File: src/rtl/core/rnrc_pkg.sv
`timescale 1ns / 1ps
// rnrc_pkg: shared widths, request codes and the cell control struct
// for the retransmission cache; no dependencies

package rnrc_pkg;

    localparam int SEQ_BITS        = 16;
    localparam int MASK_BITS       = 16;
    localparam int HANDLE_IN_BITS  = 16;
    localparam int HANDLE_OUT_BITS = 16;

    localparam int DEF_CACHE_DEPTH = 256;
    localparam int DEF_HANDLE_BITS = 16;

    // cells per first-level reduction group
    localparam int GROUP_SIZE = 16;

    // probe index runs over the packet id and one slot per mask bit
    localparam int PROBE_BITS    = $clog2(MASK_BITS + 1);
    localparam int MASK_IDX_BITS = $clog2(MASK_BITS);

    localparam logic REQ_STORE = 1'b0;
    localparam logic REQ_NACK  = 1'b1;

    typedef struct packed {
        logic shift;
        logic advance;
        logic check;
    } cell_ctl_t;

endpackage

File: src/rtl/core/rnrc_cell.sv
`timescale 1ns / 1ps
// rnrc_cell: one cache entry of the insertion-order chain, with its own
// key comparator and registered hit; depends on rnrc_pkg

module rnrc_cell #(
    parameter int HANDLE_BITS = rnrc_pkg::DEF_HANDLE_BITS
) (
    input  logic                          clk,
    input  logic                          rst_n,
    input  rnrc_pkg::cell_ctl_t           ctl,
    input  logic [rnrc_pkg::SEQ_BITS-1:0] key,
    input  logic                          prev_valid,
    input  logic [rnrc_pkg::SEQ_BITS-1:0] prev_seq,
    input  logic [HANDLE_BITS-1:0]        prev_handle,
    output logic                          valid,
    output logic [rnrc_pkg::SEQ_BITS-1:0] seq,
    output logic [HANDLE_BITS-1:0]        handle,
    output logic                          hit,
    output logic [HANDLE_BITS-1:0]        hit_handle
);
    import rnrc_pkg::*;

    logic                   valid_reg;
    logic [SEQ_BITS-1:0]    seq_reg;
    logic [HANDLE_BITS-1:0] handle_reg;
    logic                   hit_reg;
    logic [HANDLE_BITS-1:0] hit_handle_reg;
    logic                   match;

    assign match = valid_reg && (seq_reg == key) && ctl.check;

    always_ff @(posedge clk or negedge rst_n)
    begin
        if (!rst_n)
        begin
            valid_reg <= 1'b0;
            hit_reg   <= 1'b0;
        end
        else
        begin
            if (ctl.shift)
            begin
                valid_reg <= prev_valid;
            end
            if (ctl.advance)
            begin
                hit_reg <= match;
            end
        end
    end

    // entries move one cell down the chain on every insert
    always_ff @(posedge clk)
    begin
        if (ctl.shift)
        begin
            seq_reg    <= prev_seq;
            handle_reg <= prev_handle;
        end
        if (ctl.advance)
        begin
            hit_handle_reg <= match ? handle_reg : '0;
        end
    end

    assign valid      = valid_reg;
    assign seq        = seq_reg;
    assign handle     = handle_reg;
    assign hit        = hit_reg;
    assign hit_handle = hit_handle_reg;

endmodule

File: config.mk
export PLATFORM = sky130hd
export DESIGN_NAME = rnrc_cell
export DESIGN_NICKNAME = d
export VERILOG_FILES = /design/src/rtl/core/rnrc_pkg.sv /design/src/rtl/core/rnrc_cell.sv
export SDC_FILE = /design/constraint.sdc
export NUM_CORES = 1
export LEC_CHECK = 0
export BUFFER_PORTS_ARGS = -buffer_cell sky130_fd_sc_hd__buf_2
export CAP_MARGIN = 40
export CORE_AREA = 3 3 76 78
export DETAILED_ROUTE_END_ITERATION = 8
export DIE_AREA = 0 0 79 81
export PLACE_DENSITY = 0.66
export SYNTH_ARGS = -nofsm -noshare
export SYNTH_HDL_FRONTEND = slang
export SYNTH_SLANG_ARGS = --single-unit
export TNS_END_PERCENT = 10
File: constraint.sdc
create_clock -name clk -period 2.2 [get_ports clk]
set_clock_uncertainty 0.1 [all_clocks]
set_input_delay 0.11 -clock clk [delete_from_list [all_inputs] [get_ports clk]]
set_output_delay 0.11 -clock clk [all_outputs]
set_load 0.02 [all_outputs]
* After elaboration in Yosys (flattened, before gate mapping)
Index checks and enable logic that the tools add are counted.
** Word-level totals
- Input bits :: 54
- Bits in registers :: 50
- Logic and storage cells :: 8
- Output and inout port bits :: 50
** Operators by class
- Equality and inequality tests :: 1
- Reduce and logical (&&, ||, !) cells :: 2
** Operator list (number)
- 16-bit == test :: 1
- 1-bit logical AND :: 2

* Depth between registers and ports, before layout
Gate-level depths: netlist of run 1.
- Depth after elaboration :: 3
- Depth in mapped cells :: 5
- Gate-level depth less buffers :: 4

* Worst setup path after synthesis of run 1
No wires, ideal clock.
- Path type :: register -> register
- Start point :: register seq_reg[15] (netlist: seq[15])
- End point :: register hit_handle_reg[10] (netlist: hit_handle[10]), data pin
- Data arrival time :: 1.741 ns
- Data required time :: 1.968 ns
- Path buffers :: 1
- Slack :: 0.226 ns
- Stages on the path, launching flop included :: 6
- Clock period less this slack :: 1.974 ns
- Library setup time :: 0.132 ns
- Cell sequence :: edfxtp_1 > nor2b_1 > a2111o_1 > nor4_4 > buf_6 > and3_1
** On the way
- Cells in the longest elaborated chain, start to end :: 3
** RTL lines
- start: declaration :: line rnrc_cell.sv:24 : logic [SEQ_BITS-1:0] seq_reg;
- start signal: assignment :: line rnrc_cell.sv:57 : seq_reg <= prev_seq;
- 16-bit == test :: line rnrc_cell.sv:30 : assign match = valid_reg && (seq_reg == key) && ctl.check;
- 1-bit logical AND (2 in a row) :: line rnrc_cell.sv:30
- end signal: assignment :: line rnrc_cell.sv:62 : hit_handle_reg <= match ? handle_reg : '0;
- end: declaration :: line rnrc_cell.sv:27 : logic [HANDLE_BITS-1:0] hit_handle_reg;
Every way passes these cells.
A chain may end at the register's enable or synchronous reset.

* Final worst setup path of run 1
- Start point :: register seq_reg[15] (netlist: seq[15])
- End point :: register hit_handle_reg[3] (netlist: hit_handle[3]), data pin
The elaborated chain is that of the path after synthesis.

==> impl_metrics.csv, run 1 <==
group,metric,value,unit
clocking,ctsResizeCount,0,
drt,detail-route-antenna-nets,0,
clocking,clk_pin_slew,80,ps
timing,clock.fmax,527.9,MHz
flow_run,maxCapViolCount,0,
clocking,htree_levels,2,
drt,drtIter0Drc,40,
floorplanning,die_area,0.006399,sq mm
synthesis,synthTopCellsByArea,"edfxtp_1, and3_1, xnor2_1",
clocking,holdBufCountCts,34,
place,dp_hpwl,3265,um
critical_path,end_kind,"register",
place,postPlaceCellArea,0.002459,sq mm
drt,drcViolationCount,0,
critical_path,crit_type,"reg2reg",
cells_and_area,areaGrowthSynthToFinish,55.86,%
power,vdd_drop_max,451.0,uV
cells_and_area,nFillCells,436,
floorplanning,core_region_area,0.005140,sq mm
place,dp_cells,271,
drt,viasPerCell,4.326,
cells_and_area,finalNetCount,296,
timing,tightest_slew,579.7,ps
clocking,cts.sinks,50,
floorplanning,rows,26,
grt,grt_pass1_wl,7410,um
power,power.leakage,0.001295,uW
floorplanning,num_io_pins,104,
power,p_per_area,675.3,mW/mm^2
synthesis,synth_top_area_share,78.00,%
run_status,status,"finished, final reports clean",
drt,wl,4791,um
timing,finalCritPeriodShare,86.11,%
floorplanning,start_util,35.95,%
drt,drtPass1Iterations,5,
drt,vias,1354,
synthesis,synthesis.area,0.001848,sq mm
grt,grt_max_degree,27,
critical_path,cp.arrival,1960,ps
synthesis,syn_nets,151,
timing,min_period,1894,ps
grt,grt_use_total,15.51,%
hold_path,min_path_type,"in2async",
floorplanning,fp.dieH,81,um
timing,fin_tns_setup,0,ps
drt,drt-wirelength-per-cell,15.31,um
synthesis,synth_area_leader_cell,"edfxtp_1",
clocking,cts-root-buf,"clkbuf_8",
floorplanning,die_x,79,um
timing,rsz0062_at_grt,"false",
synthesis,yosysWarnings,0,
cells_and_area,final_area,0.002880,sq mm
timing,slew_violations,0,
cells_and_area,antennaDiodeCount,0,
synthesis,ys_ff_latch,50,
synthesis,synth-seq-area-share,80.70,%
critical_path,worstPathRequired,2270,ps
synthesis,syn_avg_cell_area,19.05,sq um
grt,antenna_found_initial,0,
clocking,cts_buffers,5,
place,gp_routability_congestion,0.7347,
cells_and_area,final_cells,313,
synthesis,ys_types,19,
clocking,cts_tree,"built",
synthesis,synth_cells,97,
cells_and_area,drive_gt1_share,48.15,%
grt,grt_pass1_vias,1449,
clocking,insertion_delay,290,ps
clocking,post_cts_buffers,0,
timing,slew_headroom,61.35,%
clocking,cts_max_path_buffers,2,
grt,overflow,0,
timing,setup_viol,0,
critical_path,startpoint_type,"register",
timing,hold_violations,0,
place,port_buffers,103,
critical_path,crit_fanout,17,
[layout by cell type (no fill, tap or decap), drive strengths merged]
master / n
buf: 106
edfxtp: 48
dlygate4sd3: 34
and3: 16
xnor2: 10
clkbuf: 6
nor2b: 3
xor2: 3
inv: 2
nand2: 2
nand4: 2
dfrtp: 2
nor4: 2
clkinv: 2
a2111o: 1
nand2b: 1
o221ai: 1
mux2: 1
a31o: 1
[Yosys cell counts]
cell,n
edfxtp_1,48
and3_1,15
xnor2_1,10
nor2b_1,3
xor2_1,3
dfrtp_1,2
inv_1,2
nand2_1,2
nand4_1,2
a2111o_1,1
a31o_2,1
and3_2,1
buf_6,1
clkbuf_1,1
mux2_2,1
nand2b_1,1
nor4_2,1
nor4_4,1
o221ai_1,1
[stage by stage]
| stage | setup WS [ps] | utilization, % | power, uW | hold slack [ps] |
|---|---|---|---|---|
| after global routing | 177.3 | 56.04 | 2028 | 41.19 |
| after global placement | 359.6 | 47.83 | 1414 | -195.9 |
| after detailed placement | 335.7 | 47.83 | 1417 | -194.5 |
| final | 305.7 | 56.04 | 1945 | 35.77 |
| after floorplan | 226.5 | - | 1278 | -285.6 |
| after CTS | 309.5 | 56.04 | 1957 | 20.89 |
[worst max-delay path, cell delays in order (launching register included)]
cell,delay (ps)
edfxtp_1,410
nor2b_1,160
a2111o_1,430
nor4_4,270
buf_4,220
and3_1,180
[power by group]
group          internal [uW]  leakage (uW)  switching (uW)
combinational            139      0.000749             164
clock                    219     0.0000426             283
sequential              1110      0.000504            32.3
[worst paths after layout]
path	startpoint	end	slack, ps	cells after the start
max	seq[15]	hit_handle[3]	310	5
min	rst_n	valid	40	2
max reg2reg	seq[15]	hit_handle[3]	310	5
min reg2reg	valid	valid	470	1
max in group asynchronous	rst_n	hit	1860	2
min in group clk	ctl[1]	hit_handle[0]	150	1
[routing by layer]
layer | routed length [um] | track usage, % | part of all wire [%] | vias to the layer above
met2 | 2497 | 27.53 | 52 | 70
met3 | 457 | 6.984 | 9.5 | 7
met4 | 68 | 5.155 | 1.4 | 0
met5 | 0 | 0 | 0 | -
li1 | - | - | - | 658
met1 | 1767 | 16.44 | 37 | 619
[cell type report]
type	instances	area [sq um]	share of cell area, %
multi-input cells	43	334.1	11.60
inverters	2	7.507	0.2606
well taps	70	87.58	3.041
clock inverters	2	8.758	0.3041
repair buffers	140	878.3	30.50
clock buffers	6	72.57	2.520
flip-flops and latches	50	1491	51.78
[cell families after synthesis]
family,after synthesis,share of synthesized area (%)
flops,50,80.70
simple gates,26,9.750
xor+xnor,13,6.161
buf+inv,4,1.219
compound gates,3,1.557
mux,1,0.6093
Note: power is estimated with default switching activity, not from simulation.
==> run 2, diff against run 1 <==
Settings changed: BUFFER_PORTS_ARGS -buffer_cell sky130_fd_sc_hd__buf_2 to -buffer_cell sky130_fd_sc_hd__buf_4.
==> impl_metrics.csv, run 2 (synthesis results as in run 1) <==
group,metric,value,unit
flow_run,maxCapViolCount,0,
clocking,post_cts_buffers,0,
critical_path,slowest_stage,"edfxtp_1",
critical_path,worstPathRequired,2260,ps
timing,rsz0062_at_grt,"false",
critical_path,r2r_cells,5,
drt,drtPass1Iterations,4,
grt,grt_pass1_wl,7734,um
floorplanning,rows,26,
clocking,insertion_delay,300,ps
timing,hold_violations,0,
clocking,cts_tree,"built",
cells_and_area,final_cells,312,
timing,fin_tns_setup,0,ps
power,p_per_area,644.4,mW/mm^2
cells_and_area,finalNetCount,295,
cells_and_area,final_common_cell,"buf_4",
cells_and_area,areaGrowthSynthToFinish,69.40,%
clocking,clk_pin_slew,90,ps
drt,vias,1363,
timing,clock.fmax,522.9,MHz
timing,finalCritPeriodShare,86.93,%
timing,setup_viol,0,
place,dp_hpwl,3437,um
timing,slew_violations,0,
power,power.leakage,0.001374,uW
drt,wl,5091,um
clocking,cts_buffers,5,
timing,tightest_slew,419.6,ps
place,dp_cells,270,
drt,drtIter0Drc,74,
clocking,htree_levels,2,
critical_path,startpoint_type,"register",
place,gp_routability_congestion,0.6705,
drt,viasPerCell,4.369,
floorplanning,fp.dieH,81,um
drt,drt-wirelength-per-cell,16.32,um
grt,overflow,0,
cells_and_area,antennaDiodeCount,0,
floorplanning,die_area,0.006399,sq mm
timing,min_period,1912,ps
cells_and_area,drive_gt1_share,47.93,%
cells_and_area,layout_common_cells,"buf_4, edfxtp_1, dlygate4sd3_1",
grt,grt_pass1_vias,1500,
floorplanning,die_x,79,um
clocking,cts.sinks,50,
cells_and_area,nFillCells,434,
power,vdd_drop_max,493.2,uV
timing,slew_headroom,72.02,%
grt,antenna_found_initial,0,
floorplanning,num_io_pins,104,
grt,grt_use_total,16.30,%
critical_path,crit_type,"reg2reg",
critical_path,cp.arrival,1970,ps
clocking,cts_max_path_buffers,2,
place,port_buffers,103,
timing,hold_ws,43.66,ps
hold_path,min_path_type,"in2async",
critical_path,path_cells,"nor2b_1 -> a2111o_1 -> nor4_4 -> buf_4 -> and3_1",
critical_path,worst_path_largest_cell_delay,420,ps
grt,grt_max_degree,34,
floorplanning,start_util,35.95,%
floorplanning,core_region_area,0.005140,sq mm
clocking,cts-root-buf,"clkbuf_8",
critical_path,crit_fanout,17,
run_status,status,"finished, final reports clean",
drt,detail-route-antenna-nets,0,
critical_path,end_kind,"register",
drt,drcViolationCount,0,
[run 2: layout make-up]
| cell class | count | area, sq um | share of cell area (%) |
|---|---|---|---|
| Clock buffer | 6 | 72.57 | 2.318 |
| Clock inverter | 2 | 8.758 | 0.2798 |
| Inverter | 2 | 7.507 | 0.2398 |
| Multi-Input combinational cell | 43 | 334.1 | 10.67 |
| Sequential cell | 50 | 1491 | 47.64 |
| Tap cell | 70 | 87.58 | 2.798 |
| Timing Repair Buffer | 139 | 1129 | 36.05 |
[run 2: worst paths after layout]
kind,start,slack [ps],endpoint
worst max register to register,seq[15],290,hit_handle[3]
worst min-delay path,rst_n,40,valid
min in group clk,ctl[1],90,hit_handle[15]
worst max-delay path,seq[15],290,hit_handle[3]
worst min register to register,valid,480,valid
max in group asynchronous,rst_n,1870,hit
[run 2: routing by layer]
| layer | up-vias | GRT usage [%] | share of wire, % | wire [um] |
|---|---|---|---|---|
| met1 | 634 | 16.75 | 35 | 1779 |
| met5 | - | 0 | 0 | 0 |
| met2 | 65 | 29.38 | 54 | 2725 |
| met3 | 8 | 7.206 | 10 | 510 |
| li1 | 656 | - | - | - |
| met4 | 0 | 6.014 | 1.5 | 76 |
[run 2: repair_timing]
action                    CTS  global route
resized for setup           0             0
hold buffers               34             0
hold endpoints to repair   35             0
[run 2: through the flow]
step	utilization, %	power (uW)	worst slack [ps]	area, sq um
after floorplan	-	1278	226.5	1848
after global placement	52.70	1476	362.2	2709
after detailed placement	52.70	1479	338.2	2709
after CTS	60.91	2031	306.7	3131
after global routing	60.91	2101	221.1	3131
final	60.91	2017	287.6	3131
[run 2: worst max-delay path: cells and delay by family, from the launching register on]
family	cells	cell delay (ps)
simple gates	3	620
buf+inv	1	220
flops	1	420
compound gates	1	420
[run 2: where the power goes]
part | total [uW] | internal [uW] | leakage [uW] | switching (uW)
logic | 364 | 195 | 0.000827 | 169
registers | 1140 | 1110 | 0.000504 | 34.5
clock network | 510 | 219 | 0.0000426 | 291
