--- src/rtl/core/rnrc_pkg.sv ---
`timescale 1ns / 1ps
// rnrc_pkg: shared widths, request codes and the cell control struct
// for the retransmission cache; no dependencies

package rnrc_pkg;

    localparam int SEQ_BITS        = 16;
    localparam int MASK_BITS       = 16;
    localparam int HANDLE_IN_BITS  = 16;
    localparam int HANDLE_OUT_BITS = 16;

    localparam int DEF_CACHE_DEPTH = 256;
    localparam int DEF_HANDLE_BITS = 16;

    // cells per first-level reduction group
    localparam int GROUP_SIZE = 16;

    // probe index runs over the packet id and one slot per mask bit
    localparam int PROBE_BITS    = $clog2(MASK_BITS + 1);
    localparam int MASK_IDX_BITS = $clog2(MASK_BITS);

    localparam logic REQ_STORE = 1'b0;
    localparam logic REQ_NACK  = 1'b1;

    typedef struct packed {
        logic shift;
        logic advance;
        logic check;
    } cell_ctl_t;

endpackage

--- src/rtl/core/rnrc_if.sv ---
`timescale 1ns / 1ps
// rnrc_req_if / rnrc_rsp_if: valid/ready channels for request and result items
// depends on rnrc_pkg for field widths

interface rnrc_req_if;
    logic                          valid;
    logic                          ready;
    logic                          req_type;
    logic [rnrc_pkg::SEQ_BITS-1:0]       seq_number;
    logic [rnrc_pkg::MASK_BITS-1:0]      lost_mask;
    logic [rnrc_pkg::HANDLE_IN_BITS-1:0] buffer_handle;

    modport source (
        output valid, req_type, seq_number, lost_mask, buffer_handle,
        input  ready
    );
    modport sink (
        input  valid, req_type, seq_number, lost_mask, buffer_handle,
        output ready
    );
endinterface

interface rnrc_rsp_if;
    logic                           valid;
    logic                           ready;
    logic [rnrc_pkg::SEQ_BITS-1:0]        resend_seq;
    logic [rnrc_pkg::HANDLE_OUT_BITS-1:0] resend_handle;
    logic                           last;

    modport source (
        output valid, resend_seq, resend_handle, last,
        input  ready
    );
    modport sink (
        input  valid, resend_seq, resend_handle, last,
        output ready
    );
endinterface

--- src/rtl/core/rnrc_ctrl.sv ---
`timescale 1ns / 1ps
// rnrc_ctrl: item sequencer, probe pipeline tags, pending result and output register
// depends on rnrc_pkg and the rnrc_req_if / rnrc_rsp_if interfaces

module rnrc_ctrl #(
    parameter int HANDLE_BITS = rnrc_pkg::DEF_HANDLE_BITS
) (
    input  logic                          clk,
    input  logic                          rst_n,
    rnrc_req_if.sink                      req,
    rnrc_rsp_if.source                    rsp,
    input  logic                          f_hit,
    input  logic [HANDLE_BITS-1:0]        f_handle,
    output rnrc_pkg::cell_ctl_t           ctl,
    output logic [rnrc_pkg::SEQ_BITS-1:0] probe_key,
    output logic [rnrc_pkg::SEQ_BITS-1:0] store_seq,
    output logic [HANDLE_BITS-1:0]        store_handle
);
    import rnrc_pkg::*;

    typedef enum logic [1:0] {
        ST_IDLE,
        ST_ISSUE,
        ST_WAIT,
        ST_FLUSH
    } state_t;

    state_t                     state_reg, state_next;
    logic                       kind_reg, kind_next;
    logic [SEQ_BITS-1:0]        seq_reg, seq_next;
    logic [MASK_BITS-1:0]       mask_reg, mask_next;
    logic [HANDLE_BITS-1:0]     handle_reg, handle_next;
    logic [PROBE_BITS-1:0]      idx_reg, idx_next;

    logic                       s0_occ_reg, s0_occ_next;
    logic                       s0_chk_reg, s0_chk_next;
    logic                       s0_end_reg, s0_end_next;
    logic [SEQ_BITS-1:0]        s0_key_reg, s0_key_next;
    logic                       s1_occ_reg, s1_occ_next;
    logic                       s1_end_reg, s1_end_next;
    logic [SEQ_BITS-1:0]        s1_key_reg, s1_key_next;
    logic                       s2_occ_reg, s2_occ_next;
    logic                       s2_end_reg, s2_end_next;
    logic [SEQ_BITS-1:0]        s2_key_reg, s2_key_next;

    logic                       pend_valid_reg, pend_valid_next;
    logic [SEQ_BITS-1:0]        pend_seq_reg, pend_seq_next;
    logic [HANDLE_OUT_BITS-1:0] pend_handle_reg, pend_handle_next;

    logic                       out_valid_reg, out_valid_next;
    logic [SEQ_BITS-1:0]        out_seq_reg, out_seq_next;
    logic [HANDLE_OUT_BITS-1:0] out_handle_reg, out_handle_next;
    logic                       out_last_reg, out_last_next;

    logic [HANDLE_BITS-1:0]     handle_in;
    logic [HANDLE_OUT_BITS-1:0] f_handle_out;
    logic [MASK_IDX_BITS-1:0]   mask_idx;
    logic                       probe_chk;
    logic                       probe_end;
    logic                       out_free;
    logic                       found;
    logic                       stall;
    logic                       advance;

    if (HANDLE_BITS <= HANDLE_IN_BITS)
    begin : g_in_narrow
        assign handle_in = req.buffer_handle[HANDLE_BITS-1:0];
    end
    else
    begin : g_in_wide
        assign handle_in = {{(HANDLE_BITS-HANDLE_IN_BITS){1'b0}}, req.buffer_handle};
    end

    if (HANDLE_BITS >= HANDLE_OUT_BITS)
    begin : g_out_narrow
        assign f_handle_out = f_handle[HANDLE_OUT_BITS-1:0];
    end
    else
    begin : g_out_wide
        assign f_handle_out = {{(HANDLE_OUT_BITS-HANDLE_BITS){1'b0}}, f_handle};
    end

    // probe 0 is the packet id, probe k is id+k when mask bit k-1 is set
    assign mask_idx  = MASK_IDX_BITS'(idx_reg - PROBE_BITS'(1));
    assign probe_chk = (idx_reg == '0) || mask_reg[mask_idx];
    assign probe_end = (kind_reg == REQ_STORE) || (idx_reg == PROBE_BITS'(MASK_BITS));

    assign out_free = !out_valid_reg || rsp.ready;
    assign found    = s2_occ_reg && f_hit;
    // a second hit can only move on when the held one has somewhere to go
    assign stall    = found && (kind_reg == REQ_NACK) && pend_valid_reg && !out_free;
    assign advance  = !stall;

    always_comb
    begin
        state_next       = state_reg;
        kind_next        = kind_reg;
        seq_next         = seq_reg;
        mask_next        = mask_reg;
        handle_next      = handle_reg;
        idx_next         = idx_reg;
        s0_occ_next      = s0_occ_reg;
        s0_chk_next      = s0_chk_reg;
        s0_end_next      = s0_end_reg;
        s0_key_next      = s0_key_reg;
        s1_occ_next      = s1_occ_reg;
        s1_end_next      = s1_end_reg;
        s1_key_next      = s1_key_reg;
        s2_occ_next      = s2_occ_reg;
        s2_end_next      = s2_end_reg;
        s2_key_next      = s2_key_reg;
        pend_valid_next  = pend_valid_reg;
        pend_seq_next    = pend_seq_reg;
        pend_handle_next = pend_handle_reg;
        out_valid_next   = out_valid_reg && !rsp.ready;
        out_seq_next     = out_seq_reg;
        out_handle_next  = out_handle_reg;
        out_last_next    = out_last_reg;

        case (state_reg)
            ST_IDLE:
            begin
                if (req.valid)
                begin
                    kind_next   = req.req_type;
                    seq_next    = req.seq_number;
                    mask_next   = req.lost_mask;
                    handle_next = handle_in;
                    idx_next    = '0;
                    state_next  = ST_ISSUE;
                end
            end
            ST_ISSUE:
            begin
                if (advance)
                begin
                    if (probe_end)
                    begin
                        state_next = ST_WAIT;
                    end
                    else
                    begin
                        idx_next = idx_reg + PROBE_BITS'(1);
                    end
                end
            end
            ST_WAIT:
            begin
                if (advance && s2_occ_reg && s2_end_reg)
                begin
                    state_next = ST_FLUSH;
                end
            end
            ST_FLUSH:
            begin
                if (!pend_valid_reg)
                begin
                    state_next = ST_IDLE;
                end
                else if (out_free)
                begin
                    out_valid_next  = 1'b1;
                    out_seq_next    = pend_seq_reg;
                    out_handle_next = pend_handle_reg;
                    out_last_next   = 1'b1;
                    pend_valid_next = 1'b0;
                    state_next      = ST_IDLE;
                end
            end
            default:
            begin
                state_next = ST_IDLE;
            end
        endcase

        if (advance)
        begin
            s0_occ_next = (state_reg == ST_ISSUE);
            s0_chk_next = (state_reg == ST_ISSUE) && probe_chk;
            s0_end_next = probe_end;
            s0_key_next = seq_reg + SEQ_BITS'(idx_reg);
            s1_occ_next = s0_occ_reg;
            s1_end_next = s0_end_reg;
            s1_key_next = s0_key_reg;
            s2_occ_next = s1_occ_reg;
            s2_end_next = s1_end_reg;
            s2_key_next = s1_key_reg;

            // hold the newest hit back until we know whether it is the last one
            if (found && (kind_reg == REQ_NACK))
            begin
                if (pend_valid_reg)
                begin
                    out_valid_next  = 1'b1;
                    out_seq_next    = pend_seq_reg;
                    out_handle_next = pend_handle_reg;
                    out_last_next   = 1'b0;
                end
                pend_valid_next  = 1'b1;
                pend_seq_next    = s2_key_reg;
                pend_handle_next = f_handle_out;
            end
        end
    end

    always_ff @(posedge clk or negedge rst_n)
    begin
        if (!rst_n)
        begin
            state_reg       <= ST_IDLE;
            kind_reg        <= REQ_STORE;
            seq_reg         <= '0;
            mask_reg        <= '0;
            handle_reg      <= '0;
            idx_reg         <= '0;
            s0_occ_reg      <= 1'b0;
            s0_chk_reg      <= 1'b0;
            s0_end_reg      <= 1'b0;
            s0_key_reg      <= '0;
            s1_occ_reg      <= 1'b0;
            s1_end_reg      <= 1'b0;
            s1_key_reg      <= '0;
            s2_occ_reg      <= 1'b0;
            s2_end_reg      <= 1'b0;
            s2_key_reg      <= '0;
            pend_valid_reg  <= 1'b0;
            pend_seq_reg    <= '0;
            pend_handle_reg <= '0;
            out_valid_reg   <= 1'b0;
            out_seq_reg     <= '0;
            out_handle_reg  <= '0;
            out_last_reg    <= 1'b0;
        end
        else
        begin
            state_reg       <= state_next;
            kind_reg        <= kind_next;
            seq_reg         <= seq_next;
            mask_reg        <= mask_next;
            handle_reg      <= handle_next;
            idx_reg         <= idx_next;
            s0_occ_reg      <= s0_occ_next;
            s0_chk_reg      <= s0_chk_next;
            s0_end_reg      <= s0_end_next;
            s0_key_reg      <= s0_key_next;
            s1_occ_reg      <= s1_occ_next;
            s1_end_reg      <= s1_end_next;
            s1_key_reg      <= s1_key_next;
            s2_occ_reg      <= s2_occ_next;
            s2_end_reg      <= s2_end_next;
            s2_key_reg      <= s2_key_next;
            pend_valid_reg  <= pend_valid_next;
            pend_seq_reg    <= pend_seq_next;
            pend_handle_reg <= pend_handle_next;
            out_valid_reg   <= out_valid_next;
            out_seq_reg     <= out_seq_next;
            out_handle_reg  <= out_handle_next;
            out_last_reg    <= out_last_next;
        end
    end

    assign req.ready = (state_reg == ST_IDLE);

    assign rsp.valid         = out_valid_reg;
    assign rsp.resend_seq    = out_seq_reg;
    assign rsp.resend_handle = out_handle_reg;
    assign rsp.last          = out_last_reg;

    // a store that missed enters the chain when its probe leaves the pipeline
    assign ctl.shift   = advance && s2_occ_reg && !f_hit && (kind_reg == REQ_STORE);
    assign ctl.advance = advance;
    assign ctl.check   = s0_chk_reg;

    assign probe_key    = s0_key_reg;
    assign store_seq    = s2_key_reg;
    assign store_handle = handle_reg;

endmodule

--- src/flat_wrapper.sv ---
// flat-port wrapper written by rule: the top's interface ports become plain ports
module rnrc_ctrl_flat import rnrc_pkg::*;
#(
    parameter int HANDLE_BITS = rnrc_pkg::DEF_HANDLE_BITS
)
  (clk, rst_n, f_hit, f_handle, ctl, probe_key, store_seq, store_handle, req_valid, req_req_type, req_seq_number, req_lost_mask, req_buffer_handle, req_ready, rsp_valid, rsp_resend_seq, rsp_resend_handle, rsp_last, rsp_ready);
  rnrc_req_if req_i ();
  rnrc_rsp_if rsp_i ();
  input  logic clk;
  input  logic rst_n;
  input  logic f_hit;
  input  logic [HANDLE_BITS-1:0] f_handle;
  output rnrc_pkg::cell_ctl_t ctl;
  output logic [rnrc_pkg::SEQ_BITS-1:0] probe_key;
  output logic [rnrc_pkg::SEQ_BITS-1:0] store_seq;
  output logic [HANDLE_BITS-1:0] store_handle;
  input wire logic [$bits(req_i.valid)-1:0] req_valid;
  input wire logic [$bits(req_i.req_type)-1:0] req_req_type;
  input wire logic [$bits(req_i.seq_number)-1:0] req_seq_number;
  input wire logic [$bits(req_i.lost_mask)-1:0] req_lost_mask;
  input wire logic [$bits(req_i.buffer_handle)-1:0] req_buffer_handle;
  output wire logic [$bits(req_i.ready)-1:0] req_ready;
  output wire logic [$bits(rsp_i.valid)-1:0] rsp_valid;
  output wire logic [$bits(rsp_i.resend_seq)-1:0] rsp_resend_seq;
  output wire logic [$bits(rsp_i.resend_handle)-1:0] rsp_resend_handle;
  output wire logic [$bits(rsp_i.last)-1:0] rsp_last;
  input wire logic [$bits(rsp_i.ready)-1:0] rsp_ready;
  assign req_i.valid = req_valid;
  assign req_i.req_type = req_req_type;
  assign req_i.seq_number = req_seq_number;
  assign req_i.lost_mask = req_lost_mask;
  assign req_i.buffer_handle = req_buffer_handle;
  assign req_ready = req_i.ready;
  assign rsp_valid = rsp_i.valid;
  assign rsp_resend_seq = rsp_i.resend_seq;
  assign rsp_resend_handle = rsp_i.resend_handle;
  assign rsp_last = rsp_i.last;
  assign rsp_i.ready = rsp_ready;
  rnrc_ctrl #(.HANDLE_BITS(HANDLE_BITS)) u_core (.clk(clk), .rst_n(rst_n), .req(req_i), .rsp(rsp_i), .f_hit(f_hit), .f_handle(f_handle), .ctl(ctl), .probe_key(probe_key), .store_seq(store_seq), .store_handle(store_handle));
endmodule
--- config.mk ---
export PLATFORM = sky130hd
export DESIGN_NAME = rnrc_ctrl_flat
export DESIGN_NICKNAME = d
export VERILOG_FILES = /design/src/rtl/core/rnrc_pkg.sv /design/src/rtl/core/rnrc_if.sv /design/src/rtl/core/rnrc_ctrl.sv /design/src/flat_wrapper.sv
export SDC_FILE = /design/constraint.sdc
export NUM_CORES = 1
export LEC_CHECK = 0
export BUFFER_PORTS_ARGS = -buffer_cell sky130_fd_sc_hd__buf_2
export CAP_MARGIN = 30
export CORE_ASPECT_RATIO = 0.8
export CORE_MARGIN = 5
export CORE_UTILIZATION = 35
export CTS_CLUSTER_DIAMETER = 200
export DETAILED_ROUTE_END_ITERATION = 16
export PLACE_DENSITY = 0.56
export SYNTH_ARGS = -nofsm -noshare
export SYNTH_HDL_FRONTEND = slang
export SYNTH_SLANG_ARGS = --single-unit
--- constraint.sdc ---
create_clock -name clk -period 4.4 [get_ports clk]
set_clock_uncertainty 0.1 [all_clocks]
set_input_delay 0.44 -clock clk [delete_from_list [all_inputs] [get_ports clk]]
set_output_delay 0.44 -clock clk [all_outputs]
set_load 0.01 [all_outputs]
* Yosys cells after proc, flatten, opt, wreduce, memory -nomap -nowiden
Cells that the tools add are included.
Storage, ports and cells: flip-flop bits (word level) 178, input bits 70, output and inout bits 86, word-level logic and storage cells 106
Cells by class: $add $sub $neg 3, magnitude comparators 1, equal/unequal tests 10, muxes and demuxes 42, bitwise gates (word level) 2, reductions and logical operators 25
Operators by type and width (number):
- $mux W16 | 12
- $mux W1 | 18
- $add A16 B5 Y16 | 1
- $mux W5 | 3
- $mux W2 | 6
- $logic_and A1 B1 Y1 | 10
- $pmux W5 S2 | 1
- $pmux W2 S4 | 1
- $ne A2 B2 Y1 const B | 3
- $add A5 B1 Y5 const B | 1
- $eq A5 B5 Y1 const B | 1
- $logic_not A1 Y1 | 5
- $logic_not A5 Y1 | 1
- $lt A4 B5 Y1 const B | 1
- $reduce_and A5 Y1 | 1
- $bmux W1 S4 | 1
- $eq A2 B2 Y1 const B | 2
- $ne A2 B1 Y1 const B | 2
- $reduce_and A2 Y1 | 2
- $reduce_and A4 Y1 | 1
- $sub A4 B1 Y4 const B | 1
- $logic_or A1 B1 Y1 | 3
- $ne A3 B3 Y1 const B | 1
- $eq A2 B1 Y1 const B | 1
- other kinds (3) | 4

* Longest topological paths before layout
Gate-level depths: netlist (run 1).
word-level depth 9, mapped depth 8

* Worst setup path after synthesis (run 1)
No wires, ideal clock.
kind flip-flop to flip-flop, start register u_core.idx_reg[0], end register u_core.s0_key_reg[12], in the netlist u_core.probe_key[12], data arrival time 1848 ps, data required time 4218 ps, setup slack 2370 ps, stages on the path, launching flop included 9, path buffers 0, path through dfrtp_1 ha_1 inv_1 fa_1 nor2b_1 o21ai_1 a21o_1 or3_1 a31oi_1
Between the ends: cells in the longest elaborated chain, start to end 1
RTL lines:
- start: declaration | RTL line rnrc_ctrl.sv:33 | logic [PROBE_BITS-1:0] idx_reg, idx_next;
- start signal: assignment | RTL line rnrc_ctrl.sv:241 | idx_reg <= idx_next;
- $add A16 B5 Y16 | RTL line rnrc_ctrl.sv:181 | s0_key_next = seq_reg + SEQ_BITS'(idx_reg);
- end signal: assignment | RTL line rnrc_ctrl.sv:245 | s0_key_reg <= s0_key_next;
- end: declaration | RTL line rnrc_ctrl.sv:38 | logic [SEQ_BITS-1:0] s0_key_reg, s0_key_next;
No other way between the ends. A chain may end at the register's enable or synchronous reset.

==> results.toml, run 1 <==
[status]
outcome = "complete, no violations"

[yosys]
syn_area_per_cell_sq_um = 11.18
ys_seq_elements = 178
synth_area_leaders = "dfrtp_1, nand2_1, mux2_2, mux2_1, o21ai_1"
synth_top_area_share = 0.5825
ys_seq_area_frac = 0.5825
async_flop_share = 1.000
ys.flop_type = "dfrtp_1"
yosys.area.top_type = "dfrtp_1"
ys_types = 53
syn_area_sq_um = 7647
yosys_warnings = 0
synth_edf_count = 0
synthCells = 684
synth_nets = 767

[detailed_routing]
wl_microns = 17000
drc_errors = 0
vias = 5158
dr.first_iter.drc_count = 349
ant_nets = 0
dr.pass1.iters = 5
wl_per_cell_microns = 15.22
viasPerCell = 4.618

[worst_setup_path]
end_kind = "output port"
reg2reg_from = "u_core.idx_reg[0]$_DFFE_PN0P_"
cp_slowest_stage_delay_ns = 0.65
crit_family = "buffers and inverters"
criticalPathCategory = "reg2out"
cp_slowest_cell = "inv_2"
r2r_slack_ns = 1.88
arrival_ns = 2.07
path_buf_inv = 2
crit_required_ns = 3.86
worstPathMaxFanout = 56
startpoint_type = "flip-flop"
r2r_cells = 8
path_cells = "nand3b_4, nor2_4, inv_2, buf_2"
r2r-end = "u_core.probe_key[12]$_DFFE_PN0P_"

[hold_path]
min_path_type = "in2reg"
hold_end = "u_core.pend_handle_reg[3]$_DFFE_PN0P_"
worstHoldPathCells = 2
hold_start = "f_handle[3]"

[die]
die_area_sq_um = 24920
placementRows = 48
core-area_sq_um = 21560
start_util = 0.3547
fp.dieW_microns = 175.3
num_io_pins = 156
dieHeight_microns = 142.2

[global_routing]
grt_overflow = 0
antenna_found_initial = 1
grt_start_max_net_pins = 116
grt_pass1_wl_microns = 28010
grt_pass1_vias = 5157
grtUsageTotal = 0.1399

[clock_tree]
root_buffer = "clkbuf_16"
numCtsBuffers = 17
clock-sinks = 178
cts_tree = "yes"
clk_latency_ns = 0.42
htree_levels = 4
clockBufferDepth = 2
clk_pin_slew_ns = 0.07

[layout]
synthToLayoutAreaGrowth_pct = 21.14
layout.nets = 912
antenna_cells = 0
layout-drive-gt1-share = 0.3088

[sta]
setup_tns_ns = 0
drv_slew = 0
max_freq_mhz = 382.5
slew_headroom = 0.3438
min_period_ns = 2.614
period_share = 0.5941
setup_viol = 0
rsz0062_at_grt = "false"
hold_viol = 0
tightestPinTransition_ns = 0.9796
setup_ws_ns = 1.786

[placement]
dp_worst_setup_slack_ns = 1.868
port_buffers = 155
hpwl_microns = 11740
place.gp.congestion = 0.7705

[job]
maxCapViolCount = 0

[pwr]
leakagePower_nw = 4.456
vdd_drop_max_mv = 0.2426
pwr_density_cell_nw_per_um2 = 720.5
[metrics by stage]
stage / utilization / cell area, sq um / total power [mW] / instances / hold slack, ns
floorplan: - / 7647 / 4.443 / 684 / 0.04441
global placement: 0.4026 / 8680 / 5.296 / 1083 / 0.3493
detailed placement: 0.4026 / 8680 / 5.351 / 1083 / 0.3555
CTS: 0.4279 / 9226 / 6.809 / 1115 / 0.07638
global route: 0.4297 / 9264 / 7.220 / 1117 / 0.1084
finish: 0.4297 / 9264 / 6.675 / 1117 / 0.1236
[report_power, final]
| group | internal (mW) | switching (mW) | total (mW) |
|---|---|---|---|
| sequential | 2.43 | 0.562 | 2.99 |
| clock | 0.747 | 0.670 | 1.42 |
| combinational | 1.08 | 1.19 | 2.26 |
| total | 4.26 | 2.42 | 6.67 |
[routing by layer]
| metal | wire length (microns) | vias to the layer above | GRT usage | share of wire |
|---|---|---|---|---|
| met5 | 13 | - | 0 | 0.00076 |
| met3 | 920 | 13 | 0.04250 | 0.054 |
| met2 | 7092 | 106 | 0.1991 | 0.42 |
| li1 | - | 2615 | - | - |
| met1 | 8834 | 2422 | 0.2073 | 0.52 |
| met4 | 134 | 2 | 0.03843 | 0.0079 |
[logic make-up (layout without fill, tap and decap cells)]
| logic type | after synthesis | in the layout | share of synthesized area |
|---|---|---|---|
| simple gates | 246 | 246 | 0.1396 |
| flops | 178 | 178 | 0.5825 |
| compound gates | 96 | 96 | 0.08017 |
| mux | 90 | 90 | 0.1350 |
| buf+inv | 50 | 208 | 0.02798 |
| fa+ha+maj | 13 | 13 | 0.02225 |
| xor+xnor | 11 | 11 | 0.01260 |
[cells in the final DEF, fill, tap and decap left out, types with 7 or more instances in the layout]
master,netlist,layout
a21oi_1,10,10
a31oi_1,7,7
buf_2,15,154
clkbuf_16,0,17
dfrtp_1,178,178
ha_1,12,12
inv_1,12,12
mux2_1,32,32
mux2_2,53,53
nand2_1,202,201
nand3_1,7,7
nor2_1,10,10
o21ai_0,14,14
o21ai_1,37,37
xnor2_1,8,8
[cells in the mapped netlist, drive strengths merged (7+ instances only)]
| library cell | n |
|---|---|
| buf | 22 |
| a21oi | 11 |
| nand3 | 8 |
| nor2 | 11 |
| mux2 | 85 |
| dfrtp | 178 |
| clkbuf | 15 |
| a31oi | 7 |
| o211ai | 7 |
| nand2 | 202 |
| xnor2 | 8 |
| inv | 13 |
| ha | 12 |
| o21ai | 51 |
[worst max-delay path by stage]
stage,from,end,cells after the start
after floorplan,u_core.idx_reg[0]$_DFFE_PN0P_,u_core.probe_key[12]$_DFFE_PN0P_,8
after global placement,u_core.idx_reg[0]$_DFFE_PN0P_,u_core.probe_key[12]$_DFFE_PN0P_,8
after CTS,u_core.pend_valid_reg$_DFF_PN0_,ctl[1],4
after detailed placement,u_core.idx_reg[0]$_DFFE_PN0P_,u_core.probe_key[10]$_DFFE_PN0P_,8
after global routing,u_core.pend_valid_reg$_DFF_PN0_,ctl[1],4
final,u_core.pend_valid_reg$_DFF_PN0_,ctl[1],4
[area by class of cell]
| type | count | area [sq um] |
|---|---|---|
| multi-input cells | 456 | 2990 |
| inverters | 13 | 48.80 |
| clock buffers | 19 | 442.9 |
| well taps | 275 | 344.1 |
| clock inverters | 13 | 103.9 |
| repair buffers | 163 | 879.6 |
| flip-flops and latches | 178 | 4454 |
| fillers | 2128 | 12300 |
[repair_timing]
action | CTS | global route
endpoints found under the hold margin | 0 | 46
setup buffers | 0 | 0
hold buffers | 0 | 1
resized for setup | 0 | 0
Power figures use the tool's default switching activity.
==> run 2: changes to the inputs <==
==> constraint.sdc (replaced) <==
create_clock -name clk -period 2.6 [get_ports clk]
set_clock_uncertainty 0.1 [all_clocks]
set_input_delay 0.26 -clock clk [delete_from_list [all_inputs] [get_ports clk]]
set_output_delay 0.26 -clock clk [all_outputs]
set_load 0.01 [all_outputs]
==> run 2 against run 1 <==
Against the previous run: register-to-register slack worse by 1.5 ns; sequential power up 70%; worst hold slack worse by 0.027 ns; power up 74%; via count up 6.6%; first-iteration DRC count down 15%; sequential share of layout area down 3.6 points; die area unchanged; cell count up 6.4%; non-clock buffer count up 72; critical path type unchanged; critical endpoint unchanged; largest power group unchanged.
==> results.toml, run 2 (synthesis results as in run 1) <==
[status]
outcome = "complete, no violations"

[worst_setup_path]
r2r-end = "u_core.probe_key[12]$_DFFE_PN0P_"
r2r_cells = 7
end_kind = "output port"
r2r_slack_ns = 0.42
reg2reg_from = "u_core.idx_reg[1]$_DFFE_PN0P_"
arrival_ns = 1.85
worstPathMaxFanout = 35
crit_path_end = "ctl[1]"
startpoint_type = "flip-flop"
worstSetupStartpoint = "u_core.pend_valid_reg$_DFF_PN0_"
criticalPathCategory = "reg2out"
crit_required_ns = 2.24

[sta]
rsz0062_at_grt = "false"
max_freq_mhz = 452.3
setup_viol = 0
setup_tns_ns = 0
hold_viol = 0
tightestPinTransition_ns = 0.6062
drv_slew = 0
slew_headroom = 0.5959
period_share = 0.8504
min_period_ns = 2.211

[detailed_routing]
wl_microns = 18260
viasPerCell = 4.627
dr.pass1.iters = 6
vias = 5501
wl_met2_microns = 8102
m1WireLength_microns = 9231
ant_nets = 0
dr.first_iter.drc_count = 298
top_layer_used = "met4"
met3_length_microns = 863
drc_errors = 0
wl_per_cell_microns = 15.36

[die]
num_io_pins = 156
die_area_sq_um = 24920
placementRows = 48
dieHeight_microns = 142.2
fp.dieW_microns = 175.3
core-area_sq_um = 21560
start_util = 0.3547

[hold_path]
min_path_type = "in2reg"
worstHoldPathCells = 3

[clock_tree]
cts_tree = "yes"
htree_levels = 4
postCtsSetupRepairBufs = 0
clk_latency_ns = 0.43
numCtsBuffers = 17
cts_resized = 0
clock-sinks = 178
clockBufferDepth = 2
clk_pin_slew_ns = 0.07
root_buffer = "clkbuf_16"

[pwr]
power_frac_comb = 0.344
p_switching_mw = 4.173
vdd_drop_max_mv = 0.5102
sequentialPowerShare = 0.437
clkPwrFrac = 0.219
pwr_density_cell_nw_per_um2 = 1160
leakagePower_nw = 4.772
p_sw_frac = 0.3596
intPower_mw = 7.432

[layout]
layout.nets = 984
synthToLayoutAreaGrowth_pct = 30.84
layout_common_cells = "nand2_1, dfrtp_1, buf_2, dlygate4sd3_1, mux2_2"
fin_util = 0.4641
layout_commonest_cell = "nand2_1"
layout-drive-gt1-share = 0.2921
antenna_cells = 0

[global_routing]
grt_start_max_net_pins = 65
grt_overflow = 0
grtUsageTotal = 0.1529
grt_pass1_vias = 5649
grt_pass1_wl_microns = 30630
antenna_found_initial = 0

[placement]
hpwl_microns = 12280
place.gp.congestion = 0.8152
port_buffers = 155

[job]
maxCapViolCount = 0
==> run 2: cell types whose count changed in the layout (fill, tap and decap cells not counted) <==
cell / delta
buf_4: +6
inv_6: -1
inv_8: +1
clkinv_4: -2
buf_16: -1
buf_12: +2
bufinv_16: +1
clkbuf_8: +1
clkinvlp_4: +2
clkinv_2: -2
dlygate4sd3_1: +65
==> run 2: cell type report <==
cell class	count	area [sq um]
clock buffer	20	456.7
clock inverter	12	123.9
fill	2063	11550
inverter	13	48.80
multi-input combinational	456	2990
sequential	178	4454
tap	275	344.1
timing repair buffer	235	1588
==> run 2: power by group through the flow <==
stage	registers, mW	logic [mW]	clock network, mW
global route	5.27	4.50	2.76
detailed placement	5.13	3.99	0
CTS	5.09	4.08	2.62
global placement	5.08	3.93	0
floorplan	5.13	2.39	0
finish	5.07	3.99	2.54
==> run 2: per-layer routing <==
metal | track usage | vias to the layer above
met5 | 0 | -
met4 | 0.03471 | 0
met3 | 0.03851 | 6
met2 | 0.2348 | 122
met1 | 0.2202 | 2620
li1 | - | 2753
==> run 2: what timing repair did <==
action                                  4_1_cts  5_1_grt
hold endpoints to repair                    123        0
hold buffers                                 66        0
endpoints found under the setup margin        0        0
==> run 2: worst min path at each step <==
stage,start,end
after floorplan,rst_n,asynchronous set/reset pin
after global placement,rst_n,asynchronous set/reset pin
after detailed placement,rst_n,asynchronous set/reset pin
after CTS,f_hit,u_core.pend_valid_reg$_DFF_PN0_
after global routing,f_hit,u_core.pend_valid_reg$_DFF_PN0_
final,f_hit,u_core.pend_valid_reg$_DFF_PN0_
==> run 2: worst max-delay path, cell delays in order (launching register included) <==
cell      delay (ns)
dfrtp_1         0.50
nand3b_4        0.17
nor2_4          0.05
inv_2           0.12
buf_4           0.36
buf_2           0.22
==> run 2: per-stage QoR <==
stage | instance area, sq um | power [mW] | hold WS (ns) | worst slack, ns | std cells
6_report | 10010 | 11.60 | 0.09650 | 0.3890 | 1189
4_1_cts | 10010 | 11.79 | 0.07394 | 0.3487 | 1189
5_1_grt | 10010 | 12.53 | 0.08953 | 0.2590 | 1189
3_3_place_gp | 8765 | 9.019 | 0.1923 | 0.4806 | 1091
3_5_place_dp | 8765 | 9.123 | 0.1978 | 0.4402 | 1091
2_1_floorplan | 7647 | 7.518 | -0.1356 | 0.5700 | 684
==> run 3: changes to the inputs <==
==> constraint.sdc (replaced) <==
create_clock -name clk -period 2.4 [get_ports clk]
set_clock_uncertainty 0.1 [all_clocks]
set_input_delay 0.24 -clock clk [delete_from_list [all_inputs] [get_ports clk]]
set_output_delay 0.24 -clock clk [all_outputs]
set_load 0.01 [all_outputs]
==> run 3 against run 2 <==
Against the previous run: wire length decreased by 3.0%; worst hold slack got worse by 0.044 ns; flip-flop and latch count unchanged; cell count unchanged; critical path type is now reg2reg; largest cell class unchanged; critical endpoint is now u_core.probe_key[14]$_DFFE_PN0P_; clock-buffer cell count decreased by 2.
==> results.toml, run 3 (synthesis results as in run 1) <==
[detailed_routing]
wl_microns = 17720
dr.first_iter.drc_count = 317
viasPerCell = 4.612
dr.pass1.iters = 4
ant_nets = 0
wl_per_cell_microns = 14.90
vias = 5484
drc_errors = 0

[layout]
multiInputGateArea_sq_um = 2990
layout_commonest_cell = "nand2_1"
antenna_cells = 0
fill_cells = 2003
synthToLayoutAreaGrowth_pct = 31.64
layout.nets = 984
layout_common_cells = "nand2_1, dfrtp_1, buf_2, dlygate4sd3_1, mux2_2"
layout-drive-gt1-share = 0.2921
final_cell_area_sq_um = 10070
seq_area_sq_um = 4454
fin_util = 0.4669

[placement]
place.gp.congestion = 0.8339
port_buffers = 155
placed_area_sq_um = 8802
hpwl_microns = 12200

[global_routing]
grt_pass1_wl_microns = 29700
grtUsageTotal = 0.1485
grt_start_max_net_pins = 65
grt_pass1_vias = 5465
grt_overflow = 0
antenna_found_initial = 0

[die]
die_area_sq_um = 24920
num_io_pins = 156
fp.dieW_microns = 175.3
placementRows = 48
dieHeight_microns = 142.2
start_util = 0.3547
core-area_sq_um = 21560

[clock_tree]
cts_tree = "yes"
root_buffer = "clkbuf_16"
numCtsBuffers = 17
clk_latency_ns = 0.43
clockBufferDepth = 2
htree_levels = 4
clock-sinks = 178
clk_pin_slew_ns = 0.07

[worst_setup_path]
cp_slowest_stage_delay_ns = 0.46
cp_slowest_cell = "fa_1"
end_kind = "flip-flop"
path_cells = "inv_1, fa_1, nor2b_1, o21ai_1, a21o_1, or3_1, a31oi_1"
worstPathMaxFanout = 6
arrival_ns = 2.43
criticalPathCategory = "reg2reg"
startpoint_type = "flip-flop"
crit_required_ns = 2.65

[hold_path]
min_path_type = "in2reg"

[sta]
hold_viol = 0
tightestPinTransition_ns = 0.5849
min_period_ns = 2.181
whs_ns = 0.05266
rsz0062_at_grt = "false"
period_share = 0.9087
drv_slew = 0
slew_headroom = 0.6101
setup_tns_ns = 0
setup_viol = 0
max_freq_mhz = 458.5

[status]
outcome = "complete, no violations"

[pwr]
leakagePower_nw = 4.806
vdd_drop_max_mv = 0.4939
pwr_density_cell_nw_per_um2 = 1265

[job]
maxCapViolCount = 0
[run 3: cell count changes in the layout (fill, tap and decap cells not counted), moves of 3 or more]
cell      delta
inv_6        +3
buf_12       +3
clkinv_4     -3
buf_4        -3
[run 3: path summary, 6_finish.rpt]
kind	startpoint	endpoint	slack, ns	depth (start not counted)
min in group asynchronous	rst_n	asynchronous set/reset pin	0.22	2
max in group asynchronous	rst_n	u_core.pend_handle_reg[9]$_DFFE_PN0P_	1.21	3
worst max register to register	u_core.idx_reg[1]$_DFFE_PN0P_	u_core.probe_key[14]$_DFFE_PN0P_	0.22	7
worst min-delay path	f_hit	u_core.pend_valid_reg$_DFF_PN0_	0.05	3
worst max-delay path	u_core.idx_reg[1]$_DFFE_PN0P_	u_core.probe_key[14]$_DFFE_PN0P_	0.22	7
worst min register to register	u_core.s1_key_reg[10]$_DFFE_PN0P_	u_core.s1_key_reg[10]$_DFFE_PN0P_	0.37	2
[run 3: metal layers]
metal  global-route usage  share of wire
met1               0.2119           0.50
met3              0.03772          0.051
met4              0.03595          0.010
met2               0.2291           0.44
met5                    0              0
[run 3: where the power goes]
| part | internal [mW] | switching (mW) | total, mW |
|---|---|---|---|
| combinational | 2.12 | 2.27 | 4.38 |
| clock | 1.65 | 1.23 | 2.89 |
| sequential | 4.46 | 1.00 | 5.46 |
| total | 8.23 | 4.50 | 12.7 |
[run 3: critical path, delay by kind of cell (launching register included)]
kind	cells	cell delay (ns)
flip-flops	1	0.43
buffers and inverters	1	0.14
AO/OA/AOI/OAI	3	0.47
adder cells (fa/ha/maj)	1	0.46
AND/OR/NAND/NOR	2	0.50
[run 3: area by class of cell]
cell class,instances,area share
flip-flops and latches,178,0.4425
multi-input cells,456,0.2970
repair buffers,235,0.1614
clock buffers,18,0.04263
well taps,275,0.03418
clock inverters,14,0.01740
inverters,13,0.004847
[run 3: per-stage QoR]
step | power (mW) | cells | setup WS, ns
after floorplan | 8.145 | 684 | 0.3700
after global placement | 9.817 | 1091 | 0.2827
after detailed placement | 9.927 | 1091 | 0.2339
after CTS | 12.96 | 1189 | 0.2171
after global routing | 13.73 | 1189 | 0.02689
final | 12.73 | 1189 | 0.2191
[run 3: timing repair]
item,in CTS,in global routing
hold buffers,66,0
resized for setup,0,0
endpoints found under the hold margin,109,0
buffers inserted,0,0
